## src/rtl/lrd_pkg.sv

```systemverilog
// Shared types, codes and constants of the 64-bit LCG random draw unit.
// Used by every module of the block; depends on nothing else.
package lrd_pkg;

	// Request codes on the action field.
	localparam logic [2:0] ACT_SEED  = 3'd0;
	localparam logic [2:0] ACT_RAW   = 3'd1;
	localparam logic [2:0] ACT_BELOW = 3'd2;
	localparam logic [2:0] ACT_RANGE = 3'd3;
	localparam logic [2:0] ACT_FRAC  = 3'd4;

	// Generator step and seed mixer constants.
	localparam logic [63:0] LCG_MUL  = 64'd6364136223846793005;
	localparam logic [63:0] LCG_INC  = 64'd1442695040888963407;
	localparam logic [63:0] MIX_ADD  = 64'h9E37_79B9_7F4A_7C15;
	localparam logic [63:0] MIX_MUL1 = 64'hBF58_476D_1CE4_E5B9;
	localparam logic [63:0] MIX_MUL2 = 64'h94D0_49BB_1331_11EB;

	// Largest span that still goes through the unbiased rejection path.
	localparam logic [32:0] SPAN_NARROW_MAX = 33'h0_7FFF_FFFF;

	// Command queue between the front and back parts.
	localparam int Q_DEPTH = 2;
	localparam int Q_PTR_W = $clog2(Q_DEPTH);
	localparam int Q_CNT_W = $clog2(Q_DEPTH + 1);

	// Remainder unit: one quotient bit per cycle over a 32-bit dividend.
	localparam int REM_STEPS = 32;
	localparam int REM_CNT_W = $clog2(REM_STEPS + 1);

	typedef enum logic [2:0] {
		K_CONST,
		K_SEED,
		K_RAW,
		K_BELOW,
		K_WIDE,
		K_FRAC
	} kind_t;

	// One classified request. arg is the seed, the bound or the span; lo is
	// the offset added to a bounded result, or the whole result of K_CONST.
	typedef struct packed {
		kind_t       kind;
		logic [32:0] arg;
		logic [31:0] lo;
	} cmd_t;

	typedef struct packed {
		logic        start;
		logic [63:0] a;
		logic [63:0] k;
	} mul_req_t;

	typedef struct packed {
		logic        done;
		logic [63:0] prod;
	} mul_rsp_t;

	typedef struct packed {
		logic        start;
		logic [31:0] num;
		logic [32:0] den;
	} rem_req_t;

	typedef struct packed {
		logic        done;
		logic [31:0] rem;
	} rem_rsp_t;

	typedef enum logic [2:0] {
		M_IDLE,
		M_LL,
		M_LH,
		M_HL,
		M_SUM
	} mul_state_t;

	typedef enum logic [3:0] {
		B_IDLE,
		B_DISP,
		B_THR,
		B_DSTART,
		B_DRAW,
		B_GOT,
		B_MOD,
		B_SEED0,
		B_SEED1,
		B_SEED2,
		B_SEED3,
		B_PUT
	} back_state_t;

	function automatic logic [53:0] sext54(input logic [31:0] x);
		return {{22{x[31]}}, x};
	endfunction

endpackage

```

## src/rtl/lrd_front.sv

```systemverilog
// Front part: takes request transfers and classifies them into commands.
// Depends on lrd_pkg; feeds lrd_queue.
module lrd_front (
	input  logic               clk,
	input  logic               arst_n,
	input  logic               req_valid,
	output logic               req_stall,
	input  logic [2:0]         action,
	input  logic [31:0]        seed_value,
	input  logic signed [31:0] bound_n,
	input  logic signed [31:0] range_low,
	input  logic signed [31:0] range_high,
	input  logic               q_full,
	output logic               q_push,
	output lrd_pkg::cmd_t      q_cmd
);
	import lrd_pkg::*;

	logic        valid_s1;
	cmd_t        cmd_s1;
	cmd_t        cmd_c;
	logic [32:0] span;
	logic        hi_gt_lo;
	logic        take;

	assign req_stall = valid_s1 && q_full;
	assign take      = req_valid && !req_stall;
	assign q_push    = valid_s1 && !q_full;
	assign q_cmd     = cmd_s1;

	// The span is only used when high is above low, so it is 2..2^32.
	assign span     = {range_high[31], range_high} - {range_low[31], range_low} + 33'd1;
	assign hi_gt_lo = range_high > range_low;

	always_comb begin
		cmd_c.kind = K_CONST;
		cmd_c.arg  = '0;
		cmd_c.lo   = '0;
		unique case (action)
			ACT_SEED: begin
				cmd_c.kind = K_SEED;
				cmd_c.arg  = {1'b0, seed_value};
			end
			ACT_RAW: begin
				cmd_c.kind = K_RAW;
			end
			ACT_BELOW: begin
				if (bound_n > 32'sd0) begin
					cmd_c.kind = K_BELOW;
					cmd_c.arg  = {1'b0, bound_n};
				end
			end
			ACT_RANGE: begin
				cmd_c.lo = range_low;
				if (hi_gt_lo) begin
					cmd_c.arg  = span;
					cmd_c.kind = (span > SPAN_NARROW_MAX) ? K_WIDE : K_BELOW;
				end
			end
			ACT_FRAC: begin
				cmd_c.kind = K_FRAC;
			end
			default: begin
				cmd_c.kind = K_CONST;
			end
		endcase
	end

	always_ff @(posedge clk or negedge arst_n) begin
		if (!arst_n) begin
			valid_s1 <= 1'b0;
		end else if (take) begin
			valid_s1 <= 1'b1;
		end else if (q_push) begin
			valid_s1 <= 1'b0;
		end
	end

	always_ff @(posedge clk) begin
		if (take) begin
			cmd_s1 <= cmd_c;
		end
	end

endmodule

```

## src/rtl/lrd_queue.sv

```systemverilog
// Short command queue that decouples the front part from the back part.
// Depends on lrd_pkg for the command type and depth.
module lrd_queue (
	input  logic          clk,
	input  logic          arst_n,
	input  logic          push,
	input  lrd_pkg::cmd_t push_cmd,
	input  logic          pop,
	output lrd_pkg::cmd_t head,
	output logic          full,
	output logic          empty
);
	import lrd_pkg::*;

	cmd_t                entry_q [Q_DEPTH];
	logic [Q_PTR_W-1:0]  wr_q;
	logic [Q_PTR_W-1:0]  rd_q;
	logic [Q_CNT_W-1:0]  cnt_q;

	assign full  = cnt_q == Q_CNT_W'(Q_DEPTH);
	assign empty = cnt_q == '0;
	assign head  = entry_q[rd_q];

	always_ff @(posedge clk or negedge arst_n) begin
		if (!arst_n) begin
			wr_q  <= '0;
			rd_q  <= '0;
			cnt_q <= '0;
		end else begin
			if (push) begin
				wr_q <= wr_q + 1'b1;
			end
			if (pop) begin
				rd_q <= rd_q + 1'b1;
			end
			if (push && !pop) begin
				cnt_q <= cnt_q + 1'b1;
			end else if (pop && !push) begin
				cnt_q <= cnt_q - 1'b1;
			end
		end
	end

	always_ff @(posedge clk) begin
		if (push) begin
			entry_q[wr_q] <= push_cmd;
		end
	end

	a_no_overflow: assert property (@(posedge clk) disable iff (!arst_n)
		push |-> (!full || pop))
		else $error("command queue written while full");

	a_no_underflow: assert property (@(posedge clk) disable iff (!arst_n)
		pop |-> !empty)
		else $error("command queue read while empty");

endmodule

```

## src/rtl/lrd_mul.sv

```systemverilog
// Sequential 64x64 multiplier giving the low 64 bits of the product,
// built on one shared 32x32 multiplier. Depends on lrd_pkg.
module lrd_mul (
	input  logic              clk,
	input  logic              arst_n,
	input  lrd_pkg::mul_req_t req,
	output lrd_pkg::mul_rsp_t rsp
);
	import lrd_pkg::*;

	mul_state_t  st_q, st_d;
	logic [63:0] a_q, k_q;
	logic [63:0] mp_q;
	logic [63:0] p0_q;
	logic [31:0] cross_q;
	logic [63:0] prod_q;
	logic        done_q;
	logic [31:0] op_x, op_y;

	assign rsp.done = done_q;
	assign rsp.prod = prod_q;

	always_comb begin
		st_d = st_q;
		unique case (st_q)
			M_IDLE:  if (req.start) st_d = M_LL;
			M_LL:    st_d = M_LH;
			M_LH:    st_d = M_HL;
			M_HL:    st_d = M_SUM;
			M_SUM:   st_d = M_IDLE;
			default: st_d = M_IDLE;
		endcase
	end

	// Partial products in turn: low x low, low x high, high x low. The
	// high x high term only reaches bits above 63 and is never formed.
	always_comb begin
		op_x = a_q[31:0];
		op_y = k_q[31:0];
		unique case (st_q)
			M_LH: begin
				op_x = a_q[31:0];
				op_y = k_q[63:32];
			end
			M_HL: begin
				op_x = a_q[63:32];
				op_y = k_q[31:0];
			end
			default: begin
				op_x = a_q[31:0];
				op_y = k_q[31:0];
			end
		endcase
	end

	always_ff @(posedge clk or negedge arst_n) begin
		if (!arst_n) begin
			st_q   <= M_IDLE;
			done_q <= 1'b0;
		end else begin
			st_q   <= st_d;
			done_q <= st_q == M_SUM;
		end
	end

	always_ff @(posedge clk) begin
		if (st_q == M_IDLE && req.start) begin
			a_q <= req.a;
			k_q <= req.k;
		end
		mp_q <= op_x * op_y;
		if (st_q == M_LH) begin
			p0_q <= mp_q;
		end
		if (st_q == M_HL) begin
			cross_q <= mp_q[31:0];
		end
		if (st_q == M_SUM) begin
			prod_q <= {p0_q[63:32] + cross_q + mp_q[31:0], p0_q[31:0]};
		end
	end

endmodule

```

## src/rtl/lrd_rem.sv

```systemverilog
// Restoring remainder unit: 32-bit dividend by a 33-bit divisor, one
// quotient bit per cycle. Depends on lrd_pkg.
module lrd_rem (
	input  logic              clk,
	input  logic              arst_n,
	input  lrd_pkg::rem_req_t req,
	output lrd_pkg::rem_rsp_t rsp
);
	import lrd_pkg::*;

	logic [31:0]          num_q;
	logic [32:0]          den_q;
	logic [32:0]          rem_q;
	logic [REM_CNT_W-1:0] cnt_q;
	logic                 busy_q;
	logic                 done_q;
	logic [33:0]          trial;
	logic [33:0]          diff;

	assign trial    = {rem_q, num_q[31]};
	assign diff     = trial - {1'b0, den_q};
	assign rsp.done = done_q;
	assign rsp.rem  = rem_q[31:0];

	always_ff @(posedge clk or negedge arst_n) begin
		if (!arst_n) begin
			busy_q <= 1'b0;
			done_q <= 1'b0;
			cnt_q  <= '0;
		end else begin
			done_q <= busy_q && cnt_q == REM_CNT_W'(1);
			if (req.start) begin
				busy_q <= 1'b1;
				cnt_q  <= REM_CNT_W'(REM_STEPS);
			end else if (busy_q) begin
				cnt_q <= cnt_q - 1'b1;
				if (cnt_q == REM_CNT_W'(1)) begin
					busy_q <= 1'b0;
				end
			end
		end
	end

	// The partial remainder stays below the divisor, so it fits 33 bits.
	always_ff @(posedge clk) begin
		if (req.start) begin
			num_q <= req.num;
			den_q <= req.den;
			rem_q <= '0;
		end else if (busy_q) begin
			num_q <= {num_q[30:0], 1'b0};
			if (trial >= {1'b0, den_q}) begin
				rem_q <= diff[32:0];
			end else begin
				rem_q <= trial[32:0];
			end
		end
	end

endmodule

```

## src/rtl/lrd_back.sv

```systemverilog
// Back part: holds the generator state and carries out one command at a
// time with the multiplier and remainder units. Depends on lrd_pkg.
module lrd_back (
	input  logic               clk,
	input  logic               arst_n,
	input  logic               q_empty,
	input  lrd_pkg::cmd_t      q_head,
	output logic               q_pop,
	output lrd_pkg::mul_req_t  mul_req,
	input  lrd_pkg::mul_rsp_t  mul_rsp,
	output lrd_pkg::rem_req_t  rem_req,
	input  lrd_pkg::rem_rsp_t  rem_rsp,
	output logic               rsp_valid,
	input  logic               rsp_stall,
	output logic signed [53:0] value
);
	import lrd_pkg::*;

	back_state_t fsm_q, fsm_d;
	cmd_t        cmd_q;
	logic [63:0] gen_q;
	logic [63:0] z_q;
	logic [31:0] thr_q;
	logic [26:0] frac_q;
	logic        half_q;
	logic [53:0] res_q;
	logic        rsp_valid_q;
	logic [53:0] value_q;
	logic [31:0] draw;
	logic        draw_ok;
	logic        slot_free;
	logic [31:0] sum_lo;

	assign draw      = gen_q[63:32];
	assign draw_ok   = draw >= thr_q;
	assign slot_free = !rsp_valid_q || !rsp_stall;
	assign sum_lo    = cmd_q.lo + rem_rsp.rem;
	assign rsp_valid = rsp_valid_q;
	assign value     = value_q;

	always_comb begin
		fsm_d = fsm_q;
		unique case (fsm_q)
			B_IDLE: begin
				if (!q_empty) fsm_d = B_DISP;
			end
			B_DISP: begin
				unique case (cmd_q.kind)
					K_CONST: fsm_d = B_PUT;
					K_SEED:  fsm_d = B_SEED0;
					K_BELOW: fsm_d = B_THR;
					default: fsm_d = B_DSTART;
				endcase
			end
			B_THR: begin
				if (rem_rsp.done) fsm_d = B_DSTART;
			end
			B_DSTART: fsm_d = B_DRAW;
			B_DRAW: begin
				if (mul_rsp.done) fsm_d = B_GOT;
			end
			B_GOT: begin
				unique case (cmd_q.kind)
					K_FRAC:  fsm_d = half_q ? B_PUT : B_DSTART;
					K_WIDE:  fsm_d = B_MOD;
					K_BELOW: fsm_d = draw_ok ? B_MOD : B_DSTART;
					default: fsm_d = B_PUT;
				endcase
			end
			B_MOD: begin
				if (rem_rsp.done) fsm_d = B_PUT;
			end
			B_SEED0: fsm_d = B_SEED1;
			B_SEED1: begin
				if (mul_rsp.done) fsm_d = B_SEED2;
			end
			B_SEED2: fsm_d = B_SEED3;
			B_SEED3: begin
				if (mul_rsp.done) fsm_d = B_PUT;
			end
			B_PUT: begin
				if (slot_free) fsm_d = B_IDLE;
			end
			default: fsm_d = B_IDLE;
		endcase
	end

	always_comb begin
		q_pop         = fsm_q == B_IDLE && !q_empty;
		mul_req.start = 1'b0;
		mul_req.a     = gen_q;
		mul_req.k     = LCG_MUL;
		rem_req.start = 1'b0;
		rem_req.num   = draw;
		rem_req.den   = cmd_q.arg;
		unique case (fsm_q)
			B_DISP: begin
				// Rejection threshold is (2^32 - n) mod n.
				rem_req.start = cmd_q.kind == K_BELOW;
				rem_req.num   = 32'd0 - cmd_q.arg[31:0];
			end
			B_DSTART: begin
				mul_req.start = 1'b1;
			end
			B_GOT: begin
				rem_req.start = cmd_q.kind == K_WIDE || (cmd_q.kind == K_BELOW && draw_ok);
			end
			B_SEED0: begin
				mul_req.start = 1'b1;
				mul_req.a     = z_q ^ (z_q >> 30);
				mul_req.k     = MIX_MUL1;
			end
			B_SEED2: begin
				mul_req.start = 1'b1;
				mul_req.a     = z_q ^ (z_q >> 27);
				mul_req.k     = MIX_MUL2;
			end
			default: begin
				mul_req.start = 1'b0;
			end
		endcase
	end

	always_ff @(posedge clk or negedge arst_n) begin
		if (!arst_n) begin
			fsm_q       <= B_IDLE;
			gen_q       <= '0;
			half_q      <= 1'b0;
			rsp_valid_q <= 1'b0;
		end else begin
			fsm_q <= fsm_d;
			if (fsm_q == B_DISP) begin
				half_q <= 1'b0;
			end
			if (fsm_q == B_GOT && cmd_q.kind == K_FRAC) begin
				half_q <= 1'b1;
			end
			if (fsm_q == B_DRAW && mul_rsp.done) begin
				gen_q <= mul_rsp.prod + LCG_INC;
			end
			if (fsm_q == B_SEED3 && mul_rsp.done) begin
				gen_q <= mul_rsp.prod ^ (mul_rsp.prod >> 31);
			end
			if (fsm_q == B_PUT && slot_free) begin
				rsp_valid_q <= 1'b1;
			end else if (!rsp_stall) begin
				rsp_valid_q <= 1'b0;
			end
		end
	end

	always_ff @(posedge clk) begin
		case (fsm_q)
			B_IDLE: begin
				if (q_pop) cmd_q <= q_head;
			end
			B_DISP: begin
				if (cmd_q.kind == K_SEED) begin
					res_q <= '0;
					z_q   <= {32'd0, cmd_q.arg[31:0]} + MIX_ADD;
				end else begin
					res_q <= sext54(cmd_q.lo);
				end
			end
			B_THR: begin
				if (rem_rsp.done) thr_q <= rem_rsp.rem;
			end
			B_GOT: begin
				if (cmd_q.kind == K_RAW) begin
					res_q <= {22'd0, draw};
				end
				if (cmd_q.kind == K_FRAC) begin
					if (half_q) begin
						res_q <= {1'b0, frac_q, draw[31:6]};
					end else begin
						frac_q <= draw[31:5];
					end
				end
			end
			B_MOD: begin
				if (rem_rsp.done) res_q <= sext54(sum_lo);
			end
			B_SEED1: begin
				if (mul_rsp.done) z_q <= mul_rsp.prod;
			end
			B_PUT: begin
				if (slot_free) value_q <= res_q;
			end
			default: begin
				res_q <= res_q;
			end
		endcase
	end

	a_mul_done_waited: assert property (@(posedge clk) disable iff (!arst_n)
		mul_rsp.done |-> (fsm_q == B_DRAW || fsm_q == B_SEED1 || fsm_q == B_SEED3))
		else $error("multiplier finished while no step waited for it");

	a_rem_done_waited: assert property (@(posedge clk) disable iff (!arst_n)
		rem_rsp.done |-> (fsm_q == B_THR || fsm_q == B_MOD))
		else $error("remainder unit finished while no step waited for it");

	a_gen_hold: assert property (@(posedge clk) disable iff (!arst_n)
		(fsm_q == B_IDLE || fsm_q == B_PUT) |=> $stable(gen_q))
		else $error("generator state changed outside a draw or seed");

endmodule

```

## src/rtl/lcg64_random_draw_unit.sv

```systemverilog
// Top level of the 64-bit LCG random draw unit: front, queue, back part,
// multiplier and remainder units. Depends on lrd_pkg and all lrd_ modules.
//
// Requests arrive on req_valid/req_stall with action, seed_value, bound_n,
// range_low and range_high; each request gives exactly one result transfer
// on rsp_valid/rsp_stall carrying value. A request is taken when req_valid
// is high and req_stall is low; a result moves when rsp_valid is high and
// rsp_stall is low. The front registers and classifies each request into
// a two-entry command queue, so requests keep being taken while the back
// part works and while a finished result waits at the output register.
// Work runs one command at a time in the back part. Each draw is one
// 64-bit LCG step on a shared 32x32 multiplier. A raw request takes one
// draw, a fraction two draws and a seed two mixer multiplications; the
// constant cases take none. Bounded and narrow range requests also work
// out the rejection threshold and a final remainder, redrawing while the
// draw falls under the threshold; a wide range adds one remainder.
// Reset clears the generator state to zero, empties the queue and drops
// any pending result. While rsp_stall is high the result holds, the back
// part waits with its next result, and req_stall rises once the queue
// fills.
module lcg64_random_draw_unit (
	input  logic               clk,
	input  logic               arst_n,
	input  logic               req_valid,
	output logic               req_stall,
	input  logic [2:0]         action,
	input  logic [31:0]        seed_value,
	input  logic signed [31:0] bound_n,
	input  logic signed [31:0] range_low,
	input  logic signed [31:0] range_high,
	output logic               rsp_valid,
	input  logic               rsp_stall,
	output logic signed [53:0] value
);
	import lrd_pkg::*;

	logic     q_full;
	logic     q_empty;
	logic     q_push;
	logic     q_pop;
	cmd_t     push_cmd;
	cmd_t     head_cmd;
	mul_req_t mul_req;
	mul_rsp_t mul_rsp;
	rem_req_t rem_req;
	rem_rsp_t rem_rsp;

	lrd_front u_front (
		.clk        (clk),
		.arst_n     (arst_n),
		.req_valid  (req_valid),
		.req_stall  (req_stall),
		.action     (action),
		.seed_value (seed_value),
		.bound_n    (bound_n),
		.range_low  (range_low),
		.range_high (range_high),
		.q_full     (q_full),
		.q_push     (q_push),
		.q_cmd      (push_cmd)
	);

	lrd_queue u_queue (
		.clk      (clk),
		.arst_n   (arst_n),
		.push     (q_push),
		.push_cmd (push_cmd),
		.pop      (q_pop),
		.head     (head_cmd),
		.full     (q_full),
		.empty    (q_empty)
	);

	lrd_mul u_mul (
		.clk    (clk),
		.arst_n (arst_n),
		.req    (mul_req),
		.rsp    (mul_rsp)
	);

	lrd_rem u_rem (
		.clk    (clk),
		.arst_n (arst_n),
		.req    (rem_req),
		.rsp    (rem_rsp)
	);

	lrd_back u_back (
		.clk       (clk),
		.arst_n    (arst_n),
		.q_empty   (q_empty),
		.q_head    (head_cmd),
		.q_pop     (q_pop),
		.mul_req   (mul_req),
		.mul_rsp   (mul_rsp),
		.rem_req   (rem_req),
		.rem_rsp   (rem_rsp),
		.rsp_valid (rsp_valid),
		.rsp_stall (rsp_stall),
		.value     (value)
	);

endmodule

```

## config.mk

```make
export PLATFORM = sky130hd
export DESIGN_NAME = lcg64_random_draw_unit
export DESIGN_NICKNAME = d
export VERILOG_FILES = /design/src/rtl/lrd_pkg.sv /design/src/rtl/lrd_front.sv /design/src/rtl/lrd_queue.sv /design/src/rtl/lrd_mul.sv /design/src/rtl/lrd_rem.sv /design/src/rtl/lrd_back.sv /design/src/rtl/lcg64_random_draw_unit.sv
export SDC_FILE = /design/constraint.sdc
export NUM_CORES = 2
export LEC_CHECK = 0
export ABC_CLOCK_PERIOD_IN_PS = 18800
export BUFFER_PORTS_ARGS = -buffer_cell sky130_fd_sc_hd__buf_4
export CAP_MARGIN = 30
export CORE_ASPECT_RATIO = 1.25
export CORE_MARGIN = 2
export CORE_UTILIZATION = 30
export DETAILED_ROUTE_END_ITERATION = 10
export GPL_TIMING_DRIVEN = 0
export PLACE_DENSITY = 0.56
export SETUP_SLACK_MARGIN = 0.5
export SLEW_MARGIN = 20
export SYNTH_ARGS = -nofsm -noshare
export SYNTH_HDL_FRONTEND = slang
export SYNTH_HIERARCHICAL = 1
export SYNTH_SLANG_ARGS = --single-unit
```

## constraint.sdc

```tcl
create_clock -name clk -period 18.8 [get_ports clk]
set_input_delay 0.94 -clock clk [delete_from_list [all_inputs] [get_ports clk]]
set_output_delay 0.94 -clock clk [all_outputs]
set_load 0.005 [all_outputs]
```

==> impl_results.md <==
* Post-synth EDFFs at 856
* DRT Wirelength at roughly 340 mm
* #FFs+latches synth at ~1000
* Min-delay worst type: in2async
* DIE AREA at 284900 um2
* Reg2reg end: u_mul/mp_q[58]$_DFF_P_
* M1 WL at 134.3 mm
* Crit path from: u_mul/st_q[0]$_DFFE_PN0P_
* Yosys cell types at 121
* FMAX at 0.08458 GHz
* Core Region at 279400 um2
* TritonCTS Sinks at 1040
* Die height at 596.3 um
* Fraction of registers with async set/reset at 0.08365
* FILL cells at roughly 28000
* Post-Synthesis Cells at 8002
* Vias per cell at 5.164
* Largest net degree at the start of global routing at 88
* R2R cell count at 27
* Reg-to-Reg Start: u_mul/st_q[0]$_DFFE_PN0P_
* Worst Clk Skew at between 0.04 and 0.05 ns
* Area growth syn-to-layout at 13.69%
* Clk_lat worst skew at 0.72 ns
* CTS Hold Buffers Added at 0
* Via count at 63240
* RSZ-0062 raised after global routing: no
* Post-synthesis sequential area ratio at 0.3542
* Pins Over Slew Limit at 0
* Postcts setup bufs at 0
* TritonRoute pass-1 iters at 8
* WL per Instance at around 28 um
* Clock Tree Buf Depth at 3
* Critical path class: reg2reg
* Root Buffer: clkbuf_16
* CP Capture Type: flip-flop
* Post_cts resized at 0
* All-Layer GR Usage at 0.2380
* Top Ports at 191
* Post-route ant nets at 0
* Seq. cell area at around 30000 um2
* First-pass GRT wire length at 484.9 mm
* Initial antenna violation count at 20
* WL met3 at 21.70 mm
* Main synth FF type: edfxtp_1
* Relative slew slack at 0.2699
* Crit path launch type: flip-flop
* Tightest Pin Transition at 1.095 ns
* Fin crit period at approximately 12 ns
* Status: finished clean
* Clk slew on worst S/H paths at 0.07 ns
* Hpwl dp at 282.9 mm
* PortBufs at 190
* Met2 WL post-DR at between 150 and 200 mm
* Number of global-route vias before repair at between 60000 and 70000
* Data arrival, critical path at 12.37 ns
* Hold violation count in the final report at 0
* Row count at 217
* Die width at 477.8 um
* Multi-input gate area at 48380 um2
* CTS tree: yes
* DRC viols at 0
* CTS buffer count at 95
* Ranking of synthesized cells by area: edfxtp_1, fa_1, ha_1
* Hold Worst Slack at 0.09288 ns
* Synthesized cell area at 84190 um2
* CP max FO at 10
* Initial Util at 0.3014
* Final worst path period share at 0.6289
* Yosys top cell area share at 0.3053
* NumNets Final at 9979
* Global route total overflow at 0
* Post-synth top area cell: edfxtp_1
* Share of layout cells above drive strength 1 at 0.1096
* Required @ worst endpoint at about 19 ns
* H-tree lvl count at 3
* R2R Setup Slk at 6.98 ns
* DR top layer: met5
* Syn. warnings at 6
* Syn_area_per_cell at 10.52 um2
* Number of setup violations in the final report at 0
* Gpl congestion at between 0.9 and 1
* Initial DRC count at roughly 5700
* # Max-Cap Violations at 0
[registers in the layout, summed over array words and instances, names as in the netlist, 3 cells and up]
signal,cells
u_mul/p0_q,64
u_front/q_cmd,68
u_back/res_q,54
u_mul/k_q,64
u_mul/mp_q,64
u_queue/entry_q,136
u_mul/st_q,3
u_back/z_q,64
u_back/frac_q,27
u_mul/a_q,64
u_back/thr_q,32
u_back/cmd_q,35
u_rem/rem_q,33
u_back/value,54
u_rem/cnt_q,6
u_back/fsm_q,4
u_mul/cross_q,32
u_mul/prod_q,64
u_back/gen_q,64
u_rem/den_q,33
u_back/rem_req,33
u_rem/num_q,32
[logic make-up (layout without fill, tap and decap cells)]
logic type,Yosys count,after routing,share of synthesized area
mux,272,272,0.03516
simple gates,2166,2166,0.1107
fa+ha+maj,1406,1406,0.2932
compound gates,1239,1239,0.09842
buf+inv,1576,2074,0.07683
other cells,2,25,0.00008920
xor+xnor,301,301,0.03140
flops,1040,1040,0.3542
[worst max path at each step]
stage	to	slack, ns
finish	u_mul/mp_q[58]$_DFF_P_	6.98
global route	u_mul/mp_q[57]$_DFF_P_	6.83
CTS	u_mul/mp_q[57]$_DFF_P_	7.05
detailed placement	u_mul/mp_q[57]$_DFF_P_	7.10
global placement	u_mul/k_q[31]$_DFFE_PP_	-2.08
floorplan	u_mul/a_q[0]$_DFFE_PP_	3.64
[cells in the final DEF (no fill, tap or decap), types with 38 or more instances in the layout]
master     count
a211oi_1      62
a21o_1       103
a21oi_1      303
a221o_1       42
a22oi_1       64
and2_1        52
and3_1        38
buf_4        340
buf_6         44
clkbuf_1     307
clkbuf_16     96
dfrtp_1       87
dfxtp_1       97
edfxtp_1     856
fa_1         945
ha_1         461
inv_1       1077
mux2_2       150
mux2i_1       77
nand2_1      838
nand2b_1      45
nand3_1       59
nand4_1       48
nor2_1       856
nor3_1        66
o21ai_0      287
o21bai_1      66
o221ai_1      39
xnor2_1      157
xor2_1       138
[cells in the mapped netlist, types with 53 or more instances]
master       n
inv_1     1077
fa_1       945
nor2_1     858
edfxtp_1   856
nand2_1    838
ha_1       461
clkbuf_1   325
a21oi_1    304
o21ai_0    287
xnor2_1    161
mux2_2     150
xor2_1     139
buf_4      125
mux2i_1    112
a21o_1     103
dfxtp_1     97
dfrtp_1     87
nor3_1      68
o21bai_1    66
a22oi_1     64
a211oi_1    62
nand3_1     59
and2_1      53
[per-stage QoR]
step | std cells | util | instance area, um2 | TNS, ns | setup slack (ns)
6_report | 12250 | 0.3426 | 95720 | 0 | 6.976
4_1_cts | 12230 | 0.3421 | 95580 | 0 | 7.052
5_1_grt | 12240 | 0.3425 | 95700 | 0 | 6.835
2_1_floorplan | 8018 | - | 84250 | 0 | 3.638
3_3_place_gp | 11930 | 0.3233 | 90340 | -263.85 | -2.075
3_5_place_dp | 12060 | 0.3311 | 92500 | 0 | 7.102
[layer usage]
layer,track usage,vias to the layer above
li1,-,27380
met4,0.1470,2
met2,0.3940,2746
met5,0,-
met3,0.03175,788
met1,0.2940,32320
[worst max-delay path, stage by stage, from the launching register on]
cell      delay (ns)
dfrtp_1         0.47
nand2_1         0.07
or2_2           0.27
buf_2           0.25
inv_2           0.40
buf_1           0.64
mux2i_1         0.80
clkbuf_1        0.80
nor2_1          0.15
fa_1            0.55
inv_1           0.07
fa_1            0.54
inv_1           0.06
fa_1            0.50
fa_1            0.56
fa_1            0.46
fa_1            0.50
fa_1            0.61
fa_1            0.55
ha_1            0.47
a21oi_1         0.57
and2_1          0.38
o211ai_1        0.18
nor3_2          0.62
o21ai_4         0.18
a41oi_4         0.35
o21ai_0         0.16
xor2_1          0.45
[final cells by class]
class / instances / share of cell area
Multi-Input combinational cell: 5402 / 0.5055
Sequential cell: 1040 / 0.3116
Tap cell: 3723 / 0.04867
Inverter: 1081 / 0.04241
Timing Repair Buffer: 323 / 0.03394
Clock buffer: 115 / 0.02637
Buffer: 495 / 0.02563
Clock inverter: 60 / 0.005752
Antenna cell: 7 / 0.0001830
Power is left out: the tool's default activity adds up to more than one toggle a clock period on the data nets, which glitch-free logic cannot reach.
